$ cat src/rtl/sso_pkg.sv
`timescale 1ns / 1ps
`default_nettype none

package sso_pkg;

  // default sizes
  localparam int unsigned PHASE_BITS_DEF  = 32;
  localparam int unsigned SAMPLE_BITS_DEF = 16;

  // configuration port
  localparam int unsigned CFG_W     = 32;
  localparam int unsigned CFG_IDX_W = 2;
  localparam int unsigned INC_W     = 32;
  localparam int unsigned GAIN_W    = 15;

  localparam logic [CFG_IDX_W-1:0] REG_LEFT_INC  = 2'd0;
  localparam logic [CFG_IDX_W-1:0] REG_RIGHT_INC = 2'd1;
  localparam logic [CFG_IDX_W-1:0] REG_GAIN      = 2'd2;

  localparam logic [INC_W-1:0]  LEFT_INC_RST  = 32'd19685267;
  localparam logic [INC_W-1:0]  RIGHT_INC_RST = 32'd19774745;
  localparam logic [GAIN_W-1:0] GAIN_RST      = 15'd3277;

  // polynomial fixed point, q.17
  localparam int unsigned FRAC   = 17;
  localparam int unsigned X_W    = FRAC + 1;
  localparam int unsigned OP_W   = 22;
  localparam int unsigned PROD_W = 2 * OP_W;

  localparam int C1 = 411433;
  localparam int C3 = 672874;
  localparam int C5 = 318281;
  localparam int C7 = 56839;

  // microcode fields
  typedef enum logic [1:0] {A_X, A_XX, A_ACC} asel_e;
  typedef enum logic [1:0] {B_X, B_C7, B_ACC, B_GAIN} bsel_e;
  typedef enum logic [1:0] {WB_NONE, WB_XX, WB_ACC, WB_OUT} wb_e;
  typedef enum logic [1:0] {K_ZERO, K_C5, K_NC3, K_C1} ksel_e;
  typedef enum logic {SEQ_NEXT, SEQ_CHAN} seq_e;

  typedef struct packed {
    logic  load_x;
    logic  mul_en;
    asel_e a_sel;
    bsel_e b_sel;
    wb_e   wb;
    ksel_e k_sel;
    logic  sub;
    seq_e  seq;
  } uword_t;

  typedef struct packed {
    uword_t uw;
    logic   chan;
  } seq_ctrl_t;

  localparam int unsigned STEP_W = 4;
  localparam logic [STEP_W-1:0] LAST_STEP = 4'd12;

  localparam uword_t UW_IDLE = '{
    load_x: 1'b0, mul_en: 1'b0, a_sel: A_X, b_sel: B_X,
    wb: WB_NONE, k_sel: K_ZERO, sub: 1'b0, seq: SEQ_NEXT
  };

  // program for one channel, run once for left and once for right
  function automatic uword_t ucode_rom(input logic [STEP_W-1:0] step);
    uword_t w;
    w = UW_IDLE;
    case (step)
      4'd0: w.load_x = 1'b1;
      4'd1: begin
        w.mul_en = 1'b1; w.a_sel = A_X; w.b_sel = B_X;
      end
      4'd2: w.wb = WB_XX;
      4'd3: begin
        w.mul_en = 1'b1; w.a_sel = A_XX; w.b_sel = B_C7;
      end
      4'd4: begin
        w.wb = WB_ACC; w.k_sel = K_C5; w.sub = 1'b1;
      end
      4'd5: begin
        w.mul_en = 1'b1; w.a_sel = A_XX; w.b_sel = B_ACC;
      end
      4'd6: begin
        w.wb = WB_ACC; w.k_sel = K_NC3;
      end
      4'd7: begin
        w.mul_en = 1'b1; w.a_sel = A_XX; w.b_sel = B_ACC;
      end
      4'd8: begin
        w.wb = WB_ACC; w.k_sel = K_C1;
      end
      4'd9: begin
        w.mul_en = 1'b1; w.a_sel = A_X; w.b_sel = B_ACC;
      end
      4'd10: begin
        w.wb = WB_ACC; w.k_sel = K_ZERO;
      end
      4'd11: begin
        w.mul_en = 1'b1; w.a_sel = A_ACC; w.b_sel = B_GAIN;
      end
      4'd12: begin
        w.wb = WB_OUT; w.seq = SEQ_CHAN;
      end
      default: w = UW_IDLE;
    endcase
    return w;
  endfunction

endpackage

`default_nettype wire

$ cat src/rtl/sso_sequencer.sv
`timescale 1ns / 1ps
`default_nettype none

module sso_sequencer (
  input  wire logic               clk_i,
  input  wire logic               rst_ni,
  input  wire logic               start_i,
  input  wire logic               hold_i,
  output sso_pkg::seq_ctrl_t      ctrl_o,
  output logic                    busy_o,
  output logic                    done_o
);
  import sso_pkg::*;

  logic [STEP_W-1:0] step_q, step_d;
  logic              chan_q, chan_d;
  logic              busy_q, busy_d;
  uword_t            uw;

  // control word fetch
  always_comb begin
    uw = busy_q ? ucode_rom(step_q) : UW_IDLE;
  end

  assign ctrl_o.uw   = uw;
  assign ctrl_o.chan = chan_q;
  assign busy_o      = busy_q;
  assign done_o      = busy_q && (uw.seq == SEQ_CHAN) && chan_q && !hold_i;

  // step counter and end-of-channel jump
  always_comb begin
    step_d = step_q;
    chan_d = chan_q;
    busy_d = busy_q;
    if (start_i) begin
      busy_d = 1'b1;
      step_d = '0;
      chan_d = 1'b0;
    end else if (busy_q) begin
      if (uw.seq == SEQ_CHAN) begin
        if (!chan_q) begin
          chan_d = 1'b1;
          step_d = '0;
        end else if (!hold_i) begin
          busy_d = 1'b0;
          step_d = '0;
          chan_d = 1'b0;
        end
      end else begin
        step_d = step_q + STEP_W'(1);
      end
    end
  end

  always_ff @(posedge clk_i or negedge rst_ni) begin
    if (!rst_ni) begin
      step_q <= '0;
      chan_q <= 1'b0;
      busy_q <= 1'b0;
    end else begin
      step_q <= step_d;
      chan_q <= chan_d;
      busy_q <= busy_d;
    end
  end

  // step counter stays inside the program
  assert property (@(posedge clk_i) disable iff (!rst_ni) busy_q |-> step_q <= LAST_STEP)
    else $error("sequencer step out of program");

  // a finished sample pair only comes from the right channel pass
  assert property (@(posedge clk_i) disable iff (!rst_ni) done_o |-> busy_q && chan_q)
    else $error("done outside the right channel pass");

endmodule

`default_nettype wire

$ cat src/rtl/sso_datapath.sv
`timescale 1ns / 1ps
`default_nettype none

module sso_datapath #(
  parameter int unsigned PHASE_BITS  = sso_pkg::PHASE_BITS_DEF,
  parameter int unsigned SAMPLE_BITS = sso_pkg::SAMPLE_BITS_DEF
) (
  input  wire logic                          clk_i,
  input  wire sso_pkg::seq_ctrl_t            ctrl_i,
  input  wire logic [PHASE_BITS-1:0]         phase_l_i,
  input  wire logic [PHASE_BITS-1:0]         phase_r_i,
  input  wire logic [sso_pkg::GAIN_W-1:0]    gain_i,
  output logic signed [SAMPLE_BITS-1:0]      left_o,
  output logic signed [SAMPLE_BITS-1:0]      sample_o
);
  import sso_pkg::*;

  localparam int unsigned OUT_SHIFT = 33 - SAMPLE_BITS;
  localparam logic signed [PROD_W-1:0] S_HI =
    (PROD_W'(1) << (SAMPLE_BITS - 1)) - PROD_W'(1);
  localparam logic signed [PROD_W-1:0] S_LO = ~S_HI;

  logic signed [X_W-1:0]         x_q;
  logic signed [OP_W-1:0]        xx_q;
  logic signed [OP_W-1:0]        acc_q;
  logic signed [PROD_W-1:0]      prod_q;
  logic signed [SAMPLE_BITS-1:0] left_q;

  logic [PHASE_BITS-1:0]     phase_sel;
  logic [PHASE_BITS+X_W-1:0] phase_ext;
  logic [X_W-1:0]            phase_top;
  logic signed [X_W-1:0]     x_new;
  logic signed [OP_W-1:0]    a_op, b_op, k_val, wb_val;
  logic signed [PROD_W-1:0]  prod_full, scaled, out_s;

  // phase to x: top bits of the phase, offset by one half turn
  assign phase_sel = ctrl_i.chan ? phase_r_i : phase_l_i;
  assign phase_ext = {phase_sel, X_W'(0)};
  assign phase_top = phase_ext[PHASE_BITS+X_W-1 -: X_W];
  assign x_new     = $signed({~phase_top[X_W-1], phase_top[X_W-2:0]});

  // multiplier operand selection
  always_comb begin
    case (ctrl_i.uw.a_sel)
      A_X:     a_op = OP_W'(x_q);
      A_XX:    a_op = xx_q;
      A_ACC:   a_op = acc_q;
      default: a_op = '0;
    endcase
    case (ctrl_i.uw.b_sel)
      B_X:     b_op = OP_W'(x_q);
      B_C7:    b_op = OP_W'(C7);
      B_ACC:   b_op = acc_q;
      B_GAIN:  b_op = OP_W'($signed({1'b0, gain_i}));
      default: b_op = '0;
    endcase
  end

  assign prod_full = a_op * b_op;

  // writeback: constant plus or minus floored q.17 product
  assign scaled = prod_q >>> FRAC;

  always_comb begin
    case (ctrl_i.uw.k_sel)
      K_ZERO:  k_val = '0;
      K_C5:    k_val = OP_W'(C5);
      K_NC3:   k_val = OP_W'(-C3);
      K_C1:    k_val = OP_W'(C1);
      default: k_val = '0;
    endcase
    if (ctrl_i.uw.sub) begin
      wb_val = k_val - OP_W'(scaled);
    end else begin
      wb_val = k_val + OP_W'(scaled);
    end
  end

  // gain scaling and saturation
  assign out_s = prod_q >>> OUT_SHIFT;

  always_comb begin
    if (out_s > S_HI) begin
      sample_o = SAMPLE_BITS'(S_HI);
    end else if (out_s < S_LO) begin
      sample_o = SAMPLE_BITS'(S_LO);
    end else begin
      sample_o = SAMPLE_BITS'(out_s);
    end
  end

  assign left_o = left_q;

  // datapath registers
  always_ff @(posedge clk_i) begin
    if (ctrl_i.uw.load_x) begin
      x_q <= x_new;
    end
    if (ctrl_i.uw.mul_en) begin
      prod_q <= prod_full;
    end
    if (ctrl_i.uw.wb == WB_XX) begin
      xx_q <= OP_W'(scaled);
    end
    if (ctrl_i.uw.wb == WB_ACC) begin
      acc_q <= wb_val;
    end
    if (ctrl_i.uw.wb == WB_OUT && !ctrl_i.chan) begin
      left_q <= sample_o;
    end
  end

endmodule

`default_nettype wire

$ cat src/rtl/stereo_sine_oscillator_unit.sv
`timescale 1ns / 1ps
`default_nettype none

// Stereo sine oscillator. Each transaction on the input channel with tick_i
// high advances the left and right phase accumulators by their increments and
// yields one stereo sample pair, computed from the new phases by an odd
// degree-7 polynomial in q.17 fixed point, scaled by output_gain (q0.15) and
// saturated. A transaction with tick_i low is accepted while idle and yields
// nothing. A tick occupies the block for the accept cycle, then 13 microcode
// steps per channel on one shared 22x22 multiplier, six dependent products per
// channel, each a multiply step followed by a writeback step. The finished
// pair sits in an output register, so the next tick is taken while it waits;
// only if that pair is still stalled when the following one is done does the
// block pause until it is taken. Configuration writes (index 0 left increment,
// 1 right increment, 2 gain) must be made by the user while idle; unchecked.
module stereo_sine_oscillator_unit #(
  parameter int unsigned PHASE_BITS  = sso_pkg::PHASE_BITS_DEF,
  parameter int unsigned SAMPLE_BITS = sso_pkg::SAMPLE_BITS_DEF
) (
  input  wire logic                            clk_i,
  input  wire logic                            rst_ni,
  input  wire logic                            cfg_we_i,
  input  wire logic [sso_pkg::CFG_IDX_W-1:0]   cfg_index_i,
  input  wire logic [sso_pkg::CFG_W-1:0]       cfg_data_i,
  input  wire logic                            in_valid_i,
  output logic                                 in_stall_o,
  input  wire logic                            tick_i,
  output logic                                 out_valid_o,
  input  wire logic                            out_stall_i,
  output logic signed [SAMPLE_BITS-1:0]        left_sample_o,
  output logic signed [SAMPLE_BITS-1:0]        right_sample_o
);
  import sso_pkg::*;

  logic [INC_W-1:0]      left_inc_q, right_inc_q;
  logic [GAIN_W-1:0]     gain_q;
  logic [PHASE_BITS-1:0] left_phase_q, right_phase_q;
  logic                  out_valid_q;
  logic signed [SAMPLE_BITS-1:0] out_left_q, out_right_q;

  logic      in_accept, start, hold, busy, done;
  seq_ctrl_t ctrl;
  logic signed [SAMPLE_BITS-1:0] left_res, sample;

  assign in_stall_o = busy;
  assign in_accept  = in_valid_i && !in_stall_o;
  assign start      = in_accept && tick_i;
  assign hold       = out_valid_q && out_stall_i;

  // configuration registers
  always_ff @(posedge clk_i or negedge rst_ni) begin
    if (!rst_ni) begin
      left_inc_q  <= LEFT_INC_RST;
      right_inc_q <= RIGHT_INC_RST;
      gain_q      <= GAIN_RST;
    end else if (cfg_we_i) begin
      case (cfg_index_i)
        REG_LEFT_INC:  left_inc_q  <= cfg_data_i;
        REG_RIGHT_INC: right_inc_q <= cfg_data_i;
        REG_GAIN:      gain_q      <= cfg_data_i[GAIN_W-1:0];
        default:       ;
      endcase
    end
  end

  // phase accumulators, advanced on each tick
  always_ff @(posedge clk_i or negedge rst_ni) begin
    if (!rst_ni) begin
      left_phase_q  <= '0;
      right_phase_q <= '0;
    end else if (start) begin
      left_phase_q  <= left_phase_q + PHASE_BITS'(left_inc_q);
      right_phase_q <= right_phase_q + PHASE_BITS'(right_inc_q);
    end
  end

  sso_sequencer u_seq (
    .clk_i   (clk_i),
    .rst_ni  (rst_ni),
    .start_i (start),
    .hold_i  (hold),
    .ctrl_o  (ctrl),
    .busy_o  (busy),
    .done_o  (done)
  );

  sso_datapath #(
    .PHASE_BITS  (PHASE_BITS),
    .SAMPLE_BITS (SAMPLE_BITS)
  ) u_dp (
    .clk_i     (clk_i),
    .ctrl_i    (ctrl),
    .phase_l_i (left_phase_q),
    .phase_r_i (right_phase_q),
    .gain_i    (gain_q),
    .left_o    (left_res),
    .sample_o  (sample)
  );

  // output register
  always_ff @(posedge clk_i or negedge rst_ni) begin
    if (!rst_ni) begin
      out_valid_q <= 1'b0;
    end else if (done) begin
      out_valid_q <= 1'b1;
    end else if (out_valid_q && !out_stall_i) begin
      out_valid_q <= 1'b0;
    end
  end

  always_ff @(posedge clk_i) begin
    if (done) begin
      out_left_q  <= left_res;
      out_right_q <= sample;
    end
  end

  assign out_valid_o    = out_valid_q;
  assign left_sample_o  = out_left_q;
  assign right_sample_o = out_right_q;

  // a tick transaction always starts the sequencer
  assert property (@(posedge clk_i) disable iff (!rst_ni) start |=> in_stall_o)
    else $error("tick taken without starting the sequencer");

  // phases hold while a sample pair is being computed
  assert property (@(posedge clk_i) disable iff (!rst_ni)
    in_stall_o |=> ($stable(left_phase_q) && $stable(right_phase_q)))
    else $error("phase changed during computation");

  // a new pair never overwrites one still waiting
  assert property (@(posedge clk_i) disable iff (!rst_ni)
    done |-> !(out_valid_q && out_stall_i))
    else $error("pending sample pair overwritten");

endmodule

`default_nettype wire
$ cat config.mk
export PLATFORM = sky130hd
export DESIGN_NAME = stereo_sine_oscillator_unit
export DESIGN_NICKNAME = d
export VERILOG_FILES = /design/src/rtl/sso_pkg.sv /design/src/rtl/sso_sequencer.sv /design/src/rtl/sso_datapath.sv /design/src/rtl/stereo_sine_oscillator_unit.sv
export SDC_FILE = /design/constraint.sdc
export NUM_CORES = 2
export LEC_CHECK = 0
export BUFFER_PORTS_ARGS = -buffer_cell sky130_fd_sc_hd__buf_4
export CAP_MARGIN = 5
export CORE_AREA = 2 2 289 291
export DETAILED_ROUTE_END_ITERATION = 12
export DIE_AREA = 0 0 291 293
export PLACE_DENSITY_LB_ADDON = 0.08
export SLEW_MARGIN = 20
export SYNTH_ARGS = -nofsm -noshare
export SYNTH_HDL_FRONTEND = slang
export SYNTH_SLANG_ARGS = --single-unit
$ cat constraint.sdc
create_clock -name clk_i -period 20.8 [get_ports clk_i]
set_clock_uncertainty 0.05 [all_clocks]
set_input_delay 6.24 -clock clk_i [delete_from_list [all_inputs] [get_ports clk_i]]
set_output_delay 6.24 -clock clk_i [all_outputs]
set_load 0.01 [all_outputs]
After elaboration in Yosys (flattened, before gate mapping)
Index checks and enable logic that the tools add are counted.
{"block": "totals", "out_inout_bits": 34, "wordCells": 107, "in_bits": 40, "register_bits": 304}
{"block": "classes", "n_mul": 1, "eq_ne": 26, "n_addsub": 5, "magnitude_cmp": 2, "reduce_logical": 27, "muxes": 29, "n_bitwise": 1}
{"operator": "22-bit one-hot mux with 4 select lines", "n": 2}
{"operator": "22-bit one-hot mux with 3 select lines", "n": 1}
{"operator": "32-bit adder", "n": 2}
{"operator": "22-bit by 22-bit multiplier with 44-bit output", "n": 1}
{"operator": "16-bit 2-to-1 mux", "n": 2}
{"operator": "32-bit 2-to-1 mux", "n": 1}
{"operator": "27-bit by 16-bit greater-than comparator with 1-bit output, second input constant", "n": 1}
{"operator": "27-bit by 16-bit less-than comparator with 1-bit output, second input constant", "n": 1}
{"operator": "5-bit one-hot mux with 5 select lines", "n": 1}
{"operator": "22-bit adder", "n": 1}
{"operator": "22-bit 2-to-1 mux", "n": 1}
{"operator": "22-bit subtractor", "n": 1}
{"operator": "4-bit == test, second input constant", "n": 5}
{"operator": "4-bit 2-to-1 mux", "n": 5}
{"operator": "2-bit == test, second input constant", "n": 8}
{"operator": "4-bit by 3-bit == test with 1-bit output, second input constant", "n": 4}
{"operator": "1-bit 2-to-1 mux", "n": 13}
{"operator": "12-bit 2-to-1 mux", "n": 1}
{"operator": "2-bit one-hot mux with 3 select lines", "n": 2}
{"operator": "2-bit by 1-bit == test with 1-bit output, second input constant", "n": 5}
{"operator": "2-bit AND reduction", "n": 5}
{"operator": "4-bit by 2-bit == test with 1-bit output, second input constant", "n": 2}
{"operator": "1-bit logical AND", "n": 8}
{"operator": "2-bit logical NOT", "n": 4}
{"operator": "9 further kinds", "n": 14}

Logic depth before layout (Yosys ltp)
{"block": "depth", "depth_word": 8, "ltp_mapped": 36, "mapped_depth_nobuf": 34}

By module
From an unflattened synthesis, not the netlist that was laid out.
{"block": "hier_totals", "cells_unflattened": 3409, "hier_area_um2": 33255.6}
{"module": "sso_datapath", "area_per_inst_um2": 23228.5, "cells_per_inst": 2478, "seq_area_each_um2": 3153.0, "n_inst": 1}
{"module": "stereo_sine_oscillator_unit", "area_per_inst_um2": 9461.6, "cells_per_inst": 863, "seq_area_each_um2": 4608.2, "n_inst": 1}
{"module": "sso_sequencer", "area_per_inst_um2": 565.5, "cells_per_inst": 68, "seq_area_each_um2": 150.1, "n_inst": 1}

Worst setup path before layout
Ideal clock, no wire load.
{"block": "synth_path", "path_kind": "flip-flop to flip-flop", "startpoint": "register u_seq.step_q[0]", "endpoint": "register u_dp.prod_q[37], data pin", "n_path_buf": 3, "t_required_ns": 20.481, "setup_time_ns": 0.269, "t_arrival_ns": 8.520, "path_stages_with_launch": 31, "path_slack_ns": 11.962, "period_less_slack_ns": 8.838, "cell_sequence": "dfrtp_1 -> ha_1 -> nor3b_2 -> o41a_1 -> buf_2 -> clkbuf_1 -> buf_1 -> a221oi_1 -> nor2_1 -> fa_1 -> fa_1 -> inv_1 -> fa_1 -> fa_1 -> inv_1 -> fa_1 -> fa_1 -> inv_1 -> fa_1 -> inv_1 -> ha_1 -> and4_1 -> a221o_1 -> a221oi_1 -> o21ai_0 -> a31oi_2 -> o21ai_2 -> and3_4 -> a221oi_4 -> o31ai_1 -> xor2_1"}
{"block": "synth_between", "elab_chain_len": 7, "word_cells_on_any_way": 19, "classes_between": "mul (1); eq/ne (11); mux (4); reduce/logical (3)"}
{"element": "start: declaration", "line_no": "sso_sequencer.sv:15", "rtl": "logic [STEP_W-1:0] step_q, step_d;"}
{"element": "start signal: assignment", "line_no": "sso_sequencer.sv:61", "rtl": "step_q <= step_d;"}
{"element": "4-bit by 3-bit == test with 1-bit output", "line_no": "sso_pkg.sv:70", "rtl": "case (step)"}
{"element": "2-bit OR reduction (no line)"}
{"element": "5-bit one-hot mux with 5 select lines (*)", "line_no": "sso_pkg.sv:70"}
{"element": "12-bit 2-to-1 mux (*)", "line_no": "sso_sequencer.sv:22", "rtl": "uw = busy_q ? ucode_rom(step_q) : UW_IDLE;"}
{"element": "2-bit == test, or another cell as far along", "line_no": "sso_datapath.sv:50", "rtl": "case (ctrl_i.uw.b_sel)"}
{"element": "22-bit one-hot mux with 4 select lines or 22-bit one-hot mux with 3 select lines (tied branches)", "line_no": "sso_datapath.sv:50, sso_datapath.sv:44"}
{"element": "22-bit by 22-bit multiplier with 44-bit output (*)", "line_no": "sso_datapath.sv:59", "rtl": "assign prod_full = a_op * b_op;"}
{"element": "named net u_dp.prod_full[37]", "line_no": "sso_datapath.sv:34", "rtl": "logic signed [PROD_W-1:0] prod_full, scaled, out_s;"}
{"element": "end signal: assignment", "line_no": "sso_datapath.sv:100", "rtl": "prod_q <= prod_full;"}
{"element": "end: declaration", "line_no": "sso_datapath.sv:26", "rtl": "logic signed [PROD_W-1:0] prod_q;"}
Mark *: on every way through the listed nets, which the timed path passes. The rest lies on a longest branch.
A chain may end at the register's enable or synchronous reset.

Final worst setup path
{"block": "layout_path", "startpoint": "register u_seq.step_q[0]", "endpoint": "register u_dp.prod_q[36], data pin"}
Same word-level chain as after synthesis.

==> summary.md <==
In this run, synthesis produced a sequential element count of 287. The detailed-route wire length came out at 106000 um. 0 antenna diodes ended up in the layout. The kind of end point of the critical path is a flip-flop. The number of clock buffers added by TritonCTS is 34. In this run the tightest slew margin relative to its limit is 13.1%.

The number of nets handed over by synthesis was 4069. Total number of nets in the final design: 4112. The minimum period implied by the final worst setup slack is 10.20 ns. The clock reaches the later pin of the worst-skew pair after 0.55 ns. Entering global routing, the biggest net connects 101 pins. Data on the critical path arrives at its endpoint at 10.45 ns. In this run the number of H-tree levels came out at 2. Yosys mapped a number of flops with a built-in enable equal to 137. The first detailed-routing pass took 5 iterations. In the final routed layout, each cell accounts on average for 23.9 um.

The tools report the startpoint type of the worst setup path as a flip-flop. Setup repair after global routing left no endpoint under its margin. After clock tree synthesis, the clock-pin slew on the worst setup and hold paths is 0.06 ns. For this block, the initial DRC count from the detailed router was 1495.

The first global-routing pass estimated 162000 um of wire. The post-route DRC violation count was 0; the number of input and output port buffers inserted was 73. The final-report max-slew violation count was 0.

The run gives 1 as the initial antenna violation count. The path with the worst hold slack has its endpoint at left_sample_o[14]. Setup total negative slack on the finished layout was measured at 0 ns. The detailed router placed 23600 vias in this run. The tools report the cell area after synthesis as 32700 um^2. TritonCTS built the clock tree. The Yosys step of the flow raised 0 warnings.

For the required time at the worst-slack endpoint, the log shows 21.05 ns. The share of flip-flops with an asynchronous set or reset is 52.3%. The logs give 0 for the overflow left after global routing and 0 for the number of routed nets with antenna violations.

The startpoint identified for the worst hold timing path is u_dp.left_o[14]. Number of global-route vias before repair: 25500. The tool flagged a number of max-cap violations equal to 0. Measured along the y axis, the die boundary spans 293 um.

The number of resized instances in the post-cts repair step was 0. Setup violations remaining at the end of the flow were counted as 0. During I/O placement, the number of pins put on the boundary was 74.

The largest buffer count on any clock path came out at 3. For this run, the leading register cell type out of synthesis is edfxtp_1. In this run the critical register-to-register path is launched from u_seq.step_q[0]. Synthesis produced 3302 cells. The global-route usage over all layers was 25.5%; the maximum fanout along the worst path was 35. The tools report the worst-case register-to-register setup slack as 10.60 ns. The fraction of the cycle the final worst path needs was 49.1%. The detailed placement HPWL was 85500 um. The mean post-synth cell area is 9.90 um^2, and the area inside the core boundary is 81800 um^2. The number of hold violations in the final report is 0. At the pin with the least slew margin, the transition time is 1.30 ns.

Sequential share of the synthesized area: 24.2%. The logs give 85300 um^2 for the area enclosed by the die boundary and 105 for the floorplan row count. For this configuration, the core starts out at a cell density of 39.9%. The tools report the count of hold buffers inserted by post-cts repair as 0.

The hold path depth was 0. The critical path is of the reg -> reg type. On the final layout, the worst hold slack is 0.368 ns.

For the clock sink count, the log shows 287. The area growth from synthesis to layout works out to 9.78%. The run finished with clean final reports. In the routed layout, each cell is associated on average with a via count of 5.32. At the end of routability-driven placement, the weighted congestion stood at 0.941.

The terminus of the critical flop-to-flop path was u_dp.prod_q[36]. The tools report the number of library cell types mapped by synthesis as 76. After clock tree synthesis, the setup repair step added 0 buffers. The number of cells traversed by the worst register-to-register path works out to 27. For this run, the top clock speed supported by timing is 98.0 MHz. In this run the horizontal extent of the chip is 291 um. The worst hold-check path type was reg -> reg. The post-route netlist has 10.4% of its cells at a drive strength greater than 1. The tools report the clock root buffer as clkbuf_16.
## sequential cells by signal, indices dropped and copies added (netlist names), 4 cells and up
register        cells
left_inc_q         32
left_phase_q       32
right_inc_q        32
right_phase_q      32
u_dp.prod_q        27
u_dp.acc_q         22
u_dp.xx_q          22
u_dp.x_q           18
left_sample_o      16
right_sample_o     16
u_dp.left_o        16
gain_q             15
u_seq.step_q        4
## worst max-delay path, cell delays in order, from the launching register on
cell	delay (ns)
dfrtp_1	0.46
ha_1	0.33
nand4b_1	0.45
o41a_1	0.26
buf_4	0.35
a221o_1	0.98
nand2_1	0.18
fa_1	0.60
fa_1	0.45
fa_1	0.51
fa_1	0.53
inv_1	0.06
fa_1	0.48
fa_1	0.49
inv_1	0.06
fa_1	0.47
inv_1	0.04
ha_1	0.34
and4_1	0.22
a221o_1	0.29
a221oi_1	0.45
o21ai_0	0.41
and3_4	0.31
nor3_4	0.43
nand2_1	0.20
a21oi_1	0.26
o21bai_1	0.11
xor2_1	0.15
## synthesized netlist by cell type, types with 13 or more instances
master	count	area, um^2
o21bai_1	17	128
dfrtp_1	115	2880
fa_1	503	10100
clkbuf_1	115	432
xnor2_1	83	727
dfstp_2	35	920
nand2b_1	18	113
mux2_2	95	1070
a221o_1	23	230
a31oi_1	13	81.3
a21o_1	62	465
nand4_1	17	106
a21oi_1	102	510
nor3_1	31	155
a211oi_1	13	97.6
a221oi_1	24	210
nand2_1	420	1580
nand3_1	17	85.1
edfxtp_1	137	4110
o21a_1	39	293
inv_1	569	2140
nor2b_1	13	81.3
o31ai_1	17	128
nor2_1	276	1040
o21ai_0	110	551
and2_1	31	194
ha_1	224	2800
xor2_1	45	394
## through the flow
step                cells  cell area [um^2]  worst slack (ns)  util (%)
detailed placement   4378             34600             10.61      42.3
global placement     4378             34600             10.59      42.3
floorplan            3302             32700             11.96         -
global route         4440             35900             10.10      43.8
CTS                  4439             35800             10.54      43.8
finish               4440             35900             10.60      43.8
## placed cells by master, fill, tap and decap left out, types with 7 or more instances in the layout
master       n
nand3b_1     8
nand2_1    420
o211ai_1     8
bufinv_16    8
dfstp_2     35
nand4_1     17
nand2b_1    18
xnor2_1     83
and2_1      31
a211oi_1    12
dfrtp_1    115
o21ai_0    106
nand3_1     16
o21bai_1    17
xor2_1      45
a221o_1     23
a21oi_1    101
clkbuf_16   34
mux2_2      95
nor2b_1     13
o21a_1      39
or3_1        7
and3_1       7
a21o_1      62
inv_1      569
edfxtp_1   137
o31ai_1     16
a22oi_1      8
a31oi_1     13
nor3_1      27
buf_4      127
fa_1       502
ha_1       224
nor2_1     276
a221oi_1    23
o21ai_1     12
## kinds of logic (layout without fill, tap and decap cells)
family	Yosys count	in the layout	share of synthesized area, %
AO/OA/AOI/OAI	493	493	10.2
XOR/XNOR	128	128	3.43
adder cells (fa/ha/maj)	727	727	39.4
buffers and inverters	692	760	7.95
flip-flops	287	287	24.2
multiplexers	96	96	3.30
AND/OR/NAND/NOR	879	879	11.6
## per-layer routing
metal  track usage [%]  vias up  part of all wire (%)  wire [um]
li1                  -    10700                     -          -
met1              33.8    12100                    43      46000
met2              44.5      600                    50      52600
met3              2.11      149                   3.8       4050
met4              8.04        0                   3.3       3530
met5                 0        -                     0          0
## how the worst max path moves through the flow
stage                           end       startpoint  slack (ns)  cells after the start
finish              u_dp.prod_q[36]  u_seq.step_q[0]       10.60                     27
global route        u_dp.prod_q[36]  u_seq.step_q[1]       10.10                     30
floorplan           u_dp.prod_q[37]  u_seq.step_q[0]       11.96                     30
detailed placement  u_dp.prod_q[36]  u_seq.step_q[1]       10.61                     30
global placement    u_dp.prod_q[40]  u_seq.step_q[3]       10.59                     28
CTS                 u_dp.prod_q[36]  u_seq.step_q[1]       10.54                     30
## layout make-up
type                            instances  area [um^2]
Multi-Input combinational cell       2323        22300
Timing Repair Buffer                  129          992
Tap cell                             1070         1340
Sequential cell                       287         7910
Inverter                              570         2140
Clock inverter                         25          362
Clock buffer                           36          868
Fill cell                            7888        46000
Power is not shown: default switching activity piles up to over one toggle a cycle in this logic, so the estimate is an artifact.
